$ cat src/hdl/gsm7p_pkg.sv
package gsm7p_pkg;

    localparam int MaxOctetsDefault  = 160;
    localparam int QueueDepthDefault = 2;

    localparam int InDataW  = 8;
    localparam int OutDataW = 24;

    localparam logic [6:0] EscSeptet = 7'h1B;

    typedef struct packed {
        logic       ext;
        logic [6:0] code;
        logic       last;
    } t_sym;

    typedef struct packed {
        logic       truncated;
        logic [7:0] septet_total;
        logic       final_octet;
        logic [7:0] octet;
    } t_beat;

    // Extension characters become an escape septet and an extension code;
    // default-alphabet characters become their table index.
    function automatic t_sym f_classify(input logic [6:0] c, input logic last);
        t_sym r;
        r.ext  = 1'b1;
        r.code = c;
        r.last = last;
        unique case (c)
            7'h0C: r.code = 7'h0A;
            7'h5B: r.code = 7'h3C;
            7'h5C: r.code = 7'h2F;
            7'h5D: r.code = 7'h3E;
            7'h5E: r.code = 7'h14;
            7'h7B: r.code = 7'h28;
            7'h7C: r.code = 7'h40;
            7'h7D: r.code = 7'h29;
            7'h7E: r.code = 7'h3D;
            default: begin
                r.ext = 1'b0;
                unique case (c)
                    7'h40:   r.code = 7'd0;
                    7'h24:   r.code = 7'd2;
                    7'h0A:   r.code = 7'd10;
                    7'h0D:   r.code = 7'd13;
                    7'h5F:   r.code = 7'd17;
                    7'h1B:   r.code = 7'd27;
                    default: r.code = c;
                endcase
            end
        endcase
        return r;
    endfunction

endpackage

$ cat src/hdl/gsm7p_front.sv
module gsm7p_front
    import gsm7p_pkg::*;
(
    input  logic               i_tvalid,
    input  logic [InDataW-1:0] i_tdata,
    input  logic               i_tlast,
    input  logic               i_full,
    output logic               o_tready,
    output logic               o_push,
    output t_sym               o_sym
);

    assign o_tready = !i_full;
    assign o_push   = i_tvalid && !i_full;
    assign o_sym    = f_classify(i_tdata[6:0], i_tlast);

endmodule

$ cat src/hdl/gsm7p_fifo.sv
module gsm7p_fifo
    import gsm7p_pkg::*;
#(
    parameter int DEPTH = QueueDepthDefault
)
(
    input  logic i_clk,
    input  logic i_rst_n,
    input  logic i_push,
    input  t_sym i_sym,
    input  logic i_pop,
    output logic o_full,
    output logic o_valid,
    output t_sym o_sym
);

    localparam int PtrW = (DEPTH > 1) ? $clog2(DEPTH) : 1;
    localparam int CntW = $clog2(DEPTH + 1);
    localparam logic [PtrW-1:0] LastPtr = PtrW'(DEPTH - 1);

    t_sym            r_mem [DEPTH];
    logic [PtrW-1:0] r_wr_ptr;
    logic [PtrW-1:0] r_rd_ptr;
    logic [CntW-1:0] r_count;
    logic [PtrW-1:0] n_wr_ptr;
    logic [PtrW-1:0] n_rd_ptr;
    logic [CntW-1:0] n_count;

    assign o_full  = r_count == CntW'(DEPTH);
    assign o_valid = r_count != '0;
    assign o_sym   = r_mem[r_rd_ptr];

    always_comb begin
        n_wr_ptr = r_wr_ptr;
        n_rd_ptr = r_rd_ptr;
        n_count  = r_count;
        if (i_push) begin
            n_wr_ptr = (r_wr_ptr == LastPtr) ? '0 : r_wr_ptr + 1'b1;
        end
        if (i_pop) begin
            n_rd_ptr = (r_rd_ptr == LastPtr) ? '0 : r_rd_ptr + 1'b1;
        end
        if (i_push && !i_pop) begin
            n_count = r_count + 1'b1;
        end else if (i_pop && !i_push) begin
            n_count = r_count - 1'b1;
        end
    end

    always_ff @(posedge i_clk) begin
        if (!i_rst_n) begin
            r_wr_ptr <= '0;
            r_rd_ptr <= '0;
            r_count  <= '0;
        end else begin
            r_wr_ptr <= n_wr_ptr;
            r_rd_ptr <= n_rd_ptr;
            r_count  <= n_count;
        end
    end

    always_ff @(posedge i_clk) begin
        if (i_push) begin
            r_mem[r_wr_ptr] <= i_sym;
        end
    end

endmodule

$ cat src/hdl/gsm7p_back.sv
module gsm7p_back
    import gsm7p_pkg::*;
#(
    parameter int MAX_OCTETS = MaxOctetsDefault
)
(
    input  logic i_clk,
    input  logic i_rst_n,
    input  logic i_valid,
    input  t_sym i_sym,
    output logic o_pop,
    input  logic i_tready,
    output logic o_tvalid,
    output t_beat o_beat
);

    localparam logic [7:0] MaxOct = 8'(MAX_OCTETS);

    logic [6:0] r_res_bits;
    logic [2:0] r_res_cnt;
    logic [7:0] r_sent;
    logic [7:0] r_septs;
    logic       r_over;
    logic       r_char_emit;
    logic       r_esc_done;
    logic       r_flush;
    logic       r_out_valid;
    t_beat      r_out;

    logic [6:0] n_res_bits;
    logic [2:0] n_res_cnt;
    logic [7:0] n_sent;
    logic [7:0] n_septs;
    logic       n_over;
    logic       n_char_emit;
    logic       n_esc_done;
    logic       n_flush;
    logic       n_out_valid;
    t_beat      n_out;

    logic        can_go;
    logic        step;
    logic [6:0]  septet;
    logic        second;
    logic [13:0] acc;
    logic        full;
    logic        room;
    logic        emit;
    logic        drop;
    logic [6:0]  nb;
    logic [2:0]  nc;
    logic [7:0]  ns;
    logic [7:0]  nsep;
    logic [7:0]  nsep2;
    logic        nover;
    logic        fl_emit;
    logic        need_flush;

    assign can_go = !r_out_valid || i_tready;
    assign step   = i_valid && can_go;

    always_comb begin
        septet     = (i_sym.ext && !r_esc_done) ? EscSeptet : i_sym.code;
        second     = !i_sym.ext || r_esc_done;
        acc        = {7'b0, r_res_bits} | ({7'b0, septet} << r_res_cnt);
        full       = r_res_cnt != 3'd0;
        room       = r_sent < MaxOct;
        emit       = full && room;
        drop       = full && !room;
        nb         = full ? {1'b0, acc[13:8]} : acc[6:0];
        nc         = full ? r_res_cnt - 3'd1 : 3'd7;
        ns         = r_sent + {7'b0, emit};
        nsep       = (r_septs == 8'hFF) ? r_septs : r_septs + 8'd1;
        nsep2      = (nsep == 8'hFF) ? nsep : nsep + 8'd1;
        nover      = r_over || drop;
        fl_emit    = (nc != 3'd0) && (ns < MaxOct);
        need_flush = fl_emit || (!emit && !r_char_emit);
    end

    always_comb begin
        n_res_bits  = r_res_bits;
        n_res_cnt   = r_res_cnt;
        n_sent      = r_sent;
        n_septs     = r_septs;
        n_over      = r_over;
        n_char_emit = r_char_emit;
        n_esc_done  = r_esc_done;
        n_flush     = r_flush;
        n_out_valid = r_out_valid && !i_tready;
        n_out       = r_out;
        o_pop       = 1'b0;
        if (step && r_flush) begin
            n_out_valid        = 1'b1;
            n_out.octet        = room && full ? {1'b0, r_res_bits} : 8'd0;
            n_out.final_octet  = 1'b1;
            n_out.septet_total = r_septs;
            n_out.truncated    = r_over || drop;
            n_res_bits  = '0;
            n_res_cnt   = '0;
            n_sent      = '0;
            n_septs     = '0;
            n_over      = 1'b0;
            n_char_emit = 1'b0;
            n_esc_done  = 1'b0;
            n_flush     = 1'b0;
            o_pop       = 1'b1;
        end else if (step) begin
            if (emit) begin
                n_out_valid        = 1'b1;
                n_out.octet        = acc[7:0];
                n_out.final_octet  = 1'b0;
                n_out.septet_total = 8'd0;
                n_out.truncated    = 1'b0;
            end
            n_res_bits = nb;
            n_res_cnt  = nc;
            n_sent     = ns;
            n_septs    = nsep;
            n_over     = nover;
            if (second && i_sym.last) begin
                if (need_flush) begin
                    n_flush = 1'b1;
                end else begin
                    n_out.final_octet  = 1'b1;
                    n_out.septet_total = nsep;
                    n_out.truncated    = nover || (nc != 3'd0);
                    n_res_bits  = '0;
                    n_res_cnt   = '0;
                    n_sent      = '0;
                    n_septs     = '0;
                    n_over      = 1'b0;
                    n_char_emit = 1'b0;
                    n_esc_done  = 1'b0;
                    o_pop       = 1'b1;
                end
            end else if (second) begin
                n_char_emit = 1'b0;
                n_esc_done  = 1'b0;
                o_pop       = 1'b1;
            end else if (i_sym.last && emit && ns == MaxOct) begin
                // The escape septet fills the last allowed octet, so the extension
                // code and any partial octet are dropped and this beat ends the message.
                n_out.final_octet  = 1'b1;
                n_out.septet_total = nsep2;
                n_out.truncated    = 1'b1;
                n_res_bits  = '0;
                n_res_cnt   = '0;
                n_sent      = '0;
                n_septs     = '0;
                n_over      = 1'b0;
                n_char_emit = 1'b0;
                n_esc_done  = 1'b0;
                o_pop       = 1'b1;
            end else begin
                n_char_emit = r_char_emit || emit;
                n_esc_done  = 1'b1;
            end
        end
    end

    always_ff @(posedge i_clk) begin
        if (!i_rst_n) begin
            r_res_bits  <= '0;
            r_res_cnt   <= '0;
            r_sent      <= '0;
            r_septs     <= '0;
            r_over      <= 1'b0;
            r_char_emit <= 1'b0;
            r_esc_done  <= 1'b0;
            r_flush     <= 1'b0;
            r_out_valid <= 1'b0;
        end else begin
            r_res_bits  <= n_res_bits;
            r_res_cnt   <= n_res_cnt;
            r_sent      <= n_sent;
            r_septs     <= n_septs;
            r_over      <= n_over;
            r_char_emit <= n_char_emit;
            r_esc_done  <= n_esc_done;
            r_flush     <= n_flush;
            r_out_valid <= n_out_valid;
        end
    end

    always_ff @(posedge i_clk) begin
        r_out <= n_out;
    end

    assign o_tvalid = r_out_valid;
    assign o_beat   = r_out;

endmodule

$ cat src/hdl/gsm7_text_encoder_packer_top.sv
// GSM 7-bit text encoder and septet packer.
// The slave stream takes one ASCII character per beat with tlast on the last
// character of a message. The master stream gives one packed octet per beat,
// septets packed least significant bit first, with tlast on the last octet.
// On that last beat tdata also carries the saturating septet count and the
// truncation flag; both are zero on every other beat. A message whose octets
// were all dropped past MAX_OCTETS still ends with one zero octet beat.
// A classifier front end writes each character into a short queue, and the
// packer behind it works one septet per cycle into an output register
// while that register is empty or being read and no flush is pending.
// It packs a plain character as one septet and an extension character as
// the escape septet and then its code; the last character needs a further
// flush step when a partial octet or the zero octet beat is flushed.
// A character reaches the packer from the queue head once earlier septets
// are done, and each of its octets is then valid from the output register.
// When the receiver stalls, the output register holds its beat, the queue
// fills, and tready falls once QUEUE_DEPTH characters are waiting.
// Reset clears the queue, the output valid flag and all packing state.
module gsm7_text_encoder_packer_top
    import gsm7p_pkg::*;
#(
    parameter int MAX_OCTETS  = MaxOctetsDefault,
    parameter int QUEUE_DEPTH = QueueDepthDefault
)
(
    input  logic                i_clk,
    input  logic                i_rst_n,
    input  logic                i_s_axis_tvalid,
    output logic                o_s_axis_tready,
    input  logic [InDataW-1:0]  i_s_axis_tdata,  // [6:0] character, [7] zero
    input  logic                i_s_axis_tlast,
    output logic                o_m_axis_tvalid,
    input  logic                i_m_axis_tready,
    output logic [OutDataW-1:0] o_m_axis_tdata,  // [7:0] octet, [15:8] septet_total,
                                                 // [16] truncated, [23:17] zero
    output logic                o_m_axis_tlast
);

    logic  w_full;
    logic  w_push;
    t_sym  w_push_sym;
    logic  w_head_valid;
    t_sym  w_head_sym;
    logic  w_pop;
    t_beat w_beat;

    gsm7p_front u_front (
        .i_tvalid (i_s_axis_tvalid),
        .i_tdata  (i_s_axis_tdata),
        .i_tlast  (i_s_axis_tlast),
        .i_full   (w_full),
        .o_tready (o_s_axis_tready),
        .o_push   (w_push),
        .o_sym    (w_push_sym)
    );

    gsm7p_fifo #(
        .DEPTH (QUEUE_DEPTH)
    ) u_fifo (
        .i_clk   (i_clk),
        .i_rst_n (i_rst_n),
        .i_push  (w_push),
        .i_sym   (w_push_sym),
        .i_pop   (w_pop),
        .o_full  (w_full),
        .o_valid (w_head_valid),
        .o_sym   (w_head_sym)
    );

    gsm7p_back #(
        .MAX_OCTETS (MAX_OCTETS)
    ) u_back (
        .i_clk    (i_clk),
        .i_rst_n  (i_rst_n),
        .i_valid  (w_head_valid),
        .i_sym    (w_head_sym),
        .o_pop    (w_pop),
        .i_tready (i_m_axis_tready),
        .o_tvalid (o_m_axis_tvalid),
        .o_beat   (w_beat)
    );

    assign o_m_axis_tdata = {7'b0, w_beat.truncated, w_beat.septet_total, w_beat.octet};
    assign o_m_axis_tlast = w_beat.final_octet;

    a_no_push_when_full: assert property (@(posedge i_clk) disable iff (!i_rst_n)
        w_push |-> !w_full)
        else $error("character written into a full queue");

    a_pop_needs_head: assert property (@(posedge i_clk) disable iff (!i_rst_n)
        w_pop |-> w_head_valid)
        else $error("queue popped while empty");

    a_status_only_on_last: assert property (@(posedge i_clk) disable iff (!i_rst_n)
        (o_m_axis_tvalid && !o_m_axis_tlast) |-> (o_m_axis_tdata[16:8] == 9'd0))
        else $error("status fields set on a beat that is not the last");

    a_beat_pops_on_last: assert property (@(posedge i_clk) disable iff (!i_rst_n)
        (o_m_axis_tvalid && !$past(o_m_axis_tvalid) && o_m_axis_tlast) |-> $past(w_pop))
        else $error("last beat produced without retiring its character");

endmodule
$ cat config.mk
export PLATFORM = sky130hd
export DESIGN_NAME = gsm7_text_encoder_packer_top
export DESIGN_NICKNAME = d
export VERILOG_FILES = /design/src/hdl/gsm7p_pkg.sv /design/src/hdl/gsm7p_front.sv /design/src/hdl/gsm7p_fifo.sv /design/src/hdl/gsm7p_back.sv /design/src/hdl/gsm7_text_encoder_packer_top.sv
export SDC_FILE = /design/constraint.sdc
export NUM_CORES = 1
export LEC_CHECK = 0
export ABC_CLOCK_PERIOD_IN_PS = 4650
export BUFFER_PORTS_ARGS = -buffer_cell sky130_fd_sc_hd__buf_4
export CORE_UTILIZATION = 61
export DETAILED_ROUTE_END_ITERATION = 8
export HOLD_SLACK_MARGIN = 0.03
export PLACE_DENSITY = 0.83
export SETUP_SLACK_MARGIN = 0.5
export SLEW_MARGIN = 20
export SYNTH_ARGS = -nofsm -noshare
export SYNTH_HDL_FRONTEND = slang
export SYNTH_SLANG_ARGS = --single-unit
$ cat constraint.sdc
create_clock -name i_clk -period 4.65 [get_ports i_clk]
set_input_delay 0.2325 -clock i_clk [delete_from_list [all_inputs] [get_ports i_clk]]
set_output_delay 0.2325 -clock i_clk [all_outputs]
set_load 0.05 [all_outputs]
==> impl_results.md <==
* Initial antenna violation count at 0
* Mapped Area at roughly 4800 um2
* Hold crit path type: primary input to flip-flop
* # clock sinks at 72
* Min-Delay Endpoint: u_fifo.r_mem[0][0]
* Die Wd at 90.3 um
* Top post-synthesis cells by area: edfxtp_1, dfxtp_1, a21oi_1, nand2_1, nor2_1
* Vert. Die Dim at 90.3 um
* Clock slew at reported path FFs at 0.08 ns
* Min Tclk post-route at 3.98 ns
* Share of layout cells above drive strength 1 at 15.5%
* Crit. End Element: flip-flop
* IO Pins at 40
* Psw at 0.00151 W
* Leading area contributor after synthesis: edfxtp_1
* Setup crit start kind: flip-flop
* Post-synth EDFFs at 35
* Slew Viols, Final at 0
* Max-cap violations at 0
* Sequential share of power at 31.9%
* Worst EP required at between 4 and 5 ns
* Syn-to-layout area delta at 9.54%
* Core Region at 7410 um2
* Warnings, synthesis at 0
* Root Buffer: clkbuf_8
* Worst slew margin at 23.3%
* DRT Pass-1 Iters at 5
* Comb pwr share at 53.0%
* Register area share after synthesis at 37.6%
* Pleak at between 1.5 and 2 nW
* Post-synthesis register bit count at 72
* Postcts setup bufs at 0
* CP arrival at 4.24 ns
* Worst Max-Slew Pin Slew at approximately 1.1 ns
* CTS tree: yes
* Unrepaired setup endpoints after global routing: true
* Asr flop ratio synth at 0%
* Setup Viol. Count Final at 0
* Drt via density at 6.42
* Vias in the first global route at 4007
* Worst Reg2Reg Path Length in Cells at 14
* Residual DRC at 0
* CP Class: flip-flop to flip-flop
* Post-DP HPWL at 8.10 mm
* Worst-Skew Late Latency at approximately 0.35 ns
* Reg2reg setup slack at between 0.6 and 0.7 ns
* Clk buf depth at 2
* Outcome: complete, no violations
* Area taken by multi-input logic gates at 2720 um2
* Syn Inst Count at between 500 and 600
* Synth cell types at 74
* Main flop type after synthesis: dfxtp_1
* H-Tree Depth at 3
* Yosys top cell area share at roughly 22%
* Power Total at 0.00323 W
* Via count at 4372
* Num rows at 31
* Antenna Cells at 0
* Footprint of the flip-flops and latches at roughly 1800 um2
* DR WL/cell at 16.8 um
* PortBufs at 31
* Final weighted congestion of routability-driven global placement at around 0.95
* Hold Path Cell Cnt at 1
* CTS Hold Buffers Added at 0
* Hold wc startpoint: i_s_axis_tlast
* Crit-path max FO at 13
* Dpl cell area at 4980 um2
* First DRT Iteration DRCs at 386
* Final #Nets at approximately 600
* Final Hold Vio Count at 0
* Overflow after GRT at 0
* Max rail drop VDD at 540 uV
* F_max at about 0.25 GHz
* P_int at about 0.0017 W
* Clock power share at 15.1%
* GRT Total Usage at roughly 29%
* Final Cell Area at 5220 um2
* Final core utilization at 70.4%
* Fill count at 594
* Power density cells at 619 nW/um2
* Switching Share at 46.6%
* Initial Util at between 60 and 70%
* Total negative slack at 0 ns
* CTS Buf Count at 9
* Pin count of the biggest net entering global routing at 40
* Period utilization at 85.7%
* Post-DRT Antenna Nets at 0
* R2r startpoint: u_back.r_res_cnt[0]
* Syn Area/Cell at 8.41 um2
* Drt total wl at ~11 mm
* First-pass GRT wire length at 19.0 mm
* Die ar. at just over 8000 um2
* Layout Skew at 0.00925 ns
* Critical R2R Capture: u_back.r_res_bits[1]
==> metrics by stage <==
| stage | std cells | setup WS (ns) | hold slack, ns |
|---|---|---|---|
| final | 681 | 0.665 | 0.0713 |
| after global routing | 681 | 0.456 | 0.0634 |
| after CTS | 681 | 0.503 | 0.0677 |
| after detailed placement | 665 | 0.343 | 0.425 |
| after global placement | 665 | 0.511 | 0.423 |
| after floorplan | 572 | 0.578 | 0.331 |
==> flip-flops by register name, indices dropped and copies added, names as in the netlist, named ones only <==
name,count
u_back.o_beat,18
u_fifo.r_mem,18
u_back.r_sent,8
u_back.r_septs,8
u_back.r_res_bits,7
u_back.r_res_cnt,3
u_fifo.r_count,2
u_back.o_tvalid,1
u_back.r_char_emit,1
u_back.r_esc_done,1
u_back.r_flush,1
u_back.r_over,1
u_fifo.r_rd_ptr,1
u_fifo.r_wr_ptr,1
==> worst max-delay path, cell delays in order, from the launching register on <==
cell      delay, ns
dfxtp_4        0.42
inv_1          0.10
ha_4           0.20
nand2b_1       0.14
nand2_1        0.10
inv_1          0.13
ha_1           0.20
ha_1           0.30
nand2_1        0.12
o21ai_0        0.17
o32ai_1        0.13
and4_1         0.27
nor2_1         0.88
nand2_1        0.41
o31ai_1        0.32
==> power by group through the flow <==
stage          clock [W]  sequential [W]  combinational (W)
6_report        0.000488         0.00103            0.00171
5_1_grt         0.000520         0.00106            0.00184
4_1_cts         0.000491         0.00102            0.00166
3_5_place_dp           0         0.00104            0.00164
3_3_place_gp           0         0.00103            0.00161
2_1_floorplan          0         0.00125           0.000996
==> repair_timing <==
action / CTS / global route
gates cloned: 0 / 0
pin swaps: 0 / 0
setup endpoints to repair: 5 / 19
gates resized for setup: 3 / 8
==> cells in the mapped netlist, types with 3 or more instances <==
cell type  count
xor2_1         8
o21a_1         3
buf_6          3
a22o_1         6
mux2i_1       19
ha_1           8
a2111oi_0      4
o32a_1         3
a211oi_1       5
mux2_2         7
nor2b_1        7
o32ai_1        5
nor3_1        17
edfxtp_1      35
dfxtp_1       37
or3_1         13
a22oi_1       10
o211ai_1       6
a31oi_1        5
a21oi_1       55
xnor2_1        5
nand2_1       57
o2111ai_1      3
buf_2         10
nor2_1        54
nand3b_1       3
o22ai_1        6
a32o_1         3
clkbuf_1      26
nand2b_1      12
o31ai_1        4
a21o_1         3
inv_1         14
and2_1         7
o21ai_0       26
buf_4          7
and3_1         8
nand3_1       15
or2_2          5
==> layout make-up <==
| cell class | instances | area share [%] |
|---|---|---|
| Clock buffer | 11 | 2.52 |
| Clock inverter | 5 | 1.08 |
| Inverter | 17 | 1.32 |
| Multi-Input combinational cell | 435 | 52.2 |
| Sequential cell | 72 | 34.5 |
| Tap cell | 99 | 2.38 |
| Timing Repair Buffer | 42 | 6.05 |
==> worst max path at each step <==
stage,start,end,slack (ns),depth (start not counted)
floorplan,u_back.r_res_cnt[1],u_fifo.r_count[1],0.58,18
global placement,u_back.r_res_cnt[0],u_fifo.r_count[1],0.51,16
detailed placement,u_back.r_res_cnt[0],u_fifo.r_count[1],0.34,16
CTS,u_back.r_res_cnt[1],u_fifo.r_count[1],0.50,16
global route,u_back.r_res_cnt[0],u_back.r_res_bits[1],0.46,14
finish,u_back.r_res_cnt[0],u_back.r_res_bits[1],0.67,14
==> placed cells by master (no fill, tap or decap), drive strengths merged, types with 8 or more instances in the layout <==
cell | Yosys | final
a21oi | 56 | 56
a22oi | 10 | 10
and3 | 8 | 8
buf | 21 | 42
clkbuf | 27 | 11
dfxtp | 37 | 37
edfxtp | 35 | 35
ha | 8 | 8
inv | 17 | 18
mux2 | 8 | 8
mux2i | 19 | 19
nand2 | 58 | 58
nand2b | 12 | 12
nand3 | 17 | 17
nor2 | 54 | 54
nor3 | 18 | 18
o21ai | 27 | 27
or3 | 13 | 13
xor2 | 8 | 8
==> metal layers <==
| layer | track usage (%) | up-vias | routed length (um) |
|---|---|---|---|
| met3 | 5.81 | 20 | 860 |
| li1 | - | 2100 | - |
| met2 | 46.1 | 207 | 5390 |
| met1 | 37.3 | 2045 | 4970 |
| met4 | 12.0 | 0 | 201 |
| met5 | 0 | - | 0 |
==> kinds of logic (layout without fill, tap and decap cells) <==
kind of cell	count (synthesis)	count (layout)	synth area share, %
simple gates	214	214	22.1
compound gates	166	166	23.2
flops	72	72	37.6
buf+inv	65	75	6.49
mux	27	27	5.97
xor+xnor	13	13	2.39
fa+ha+maj	8	8	2.10
other cells	1	7	0.0788
Power figures use the tool's default switching activity.
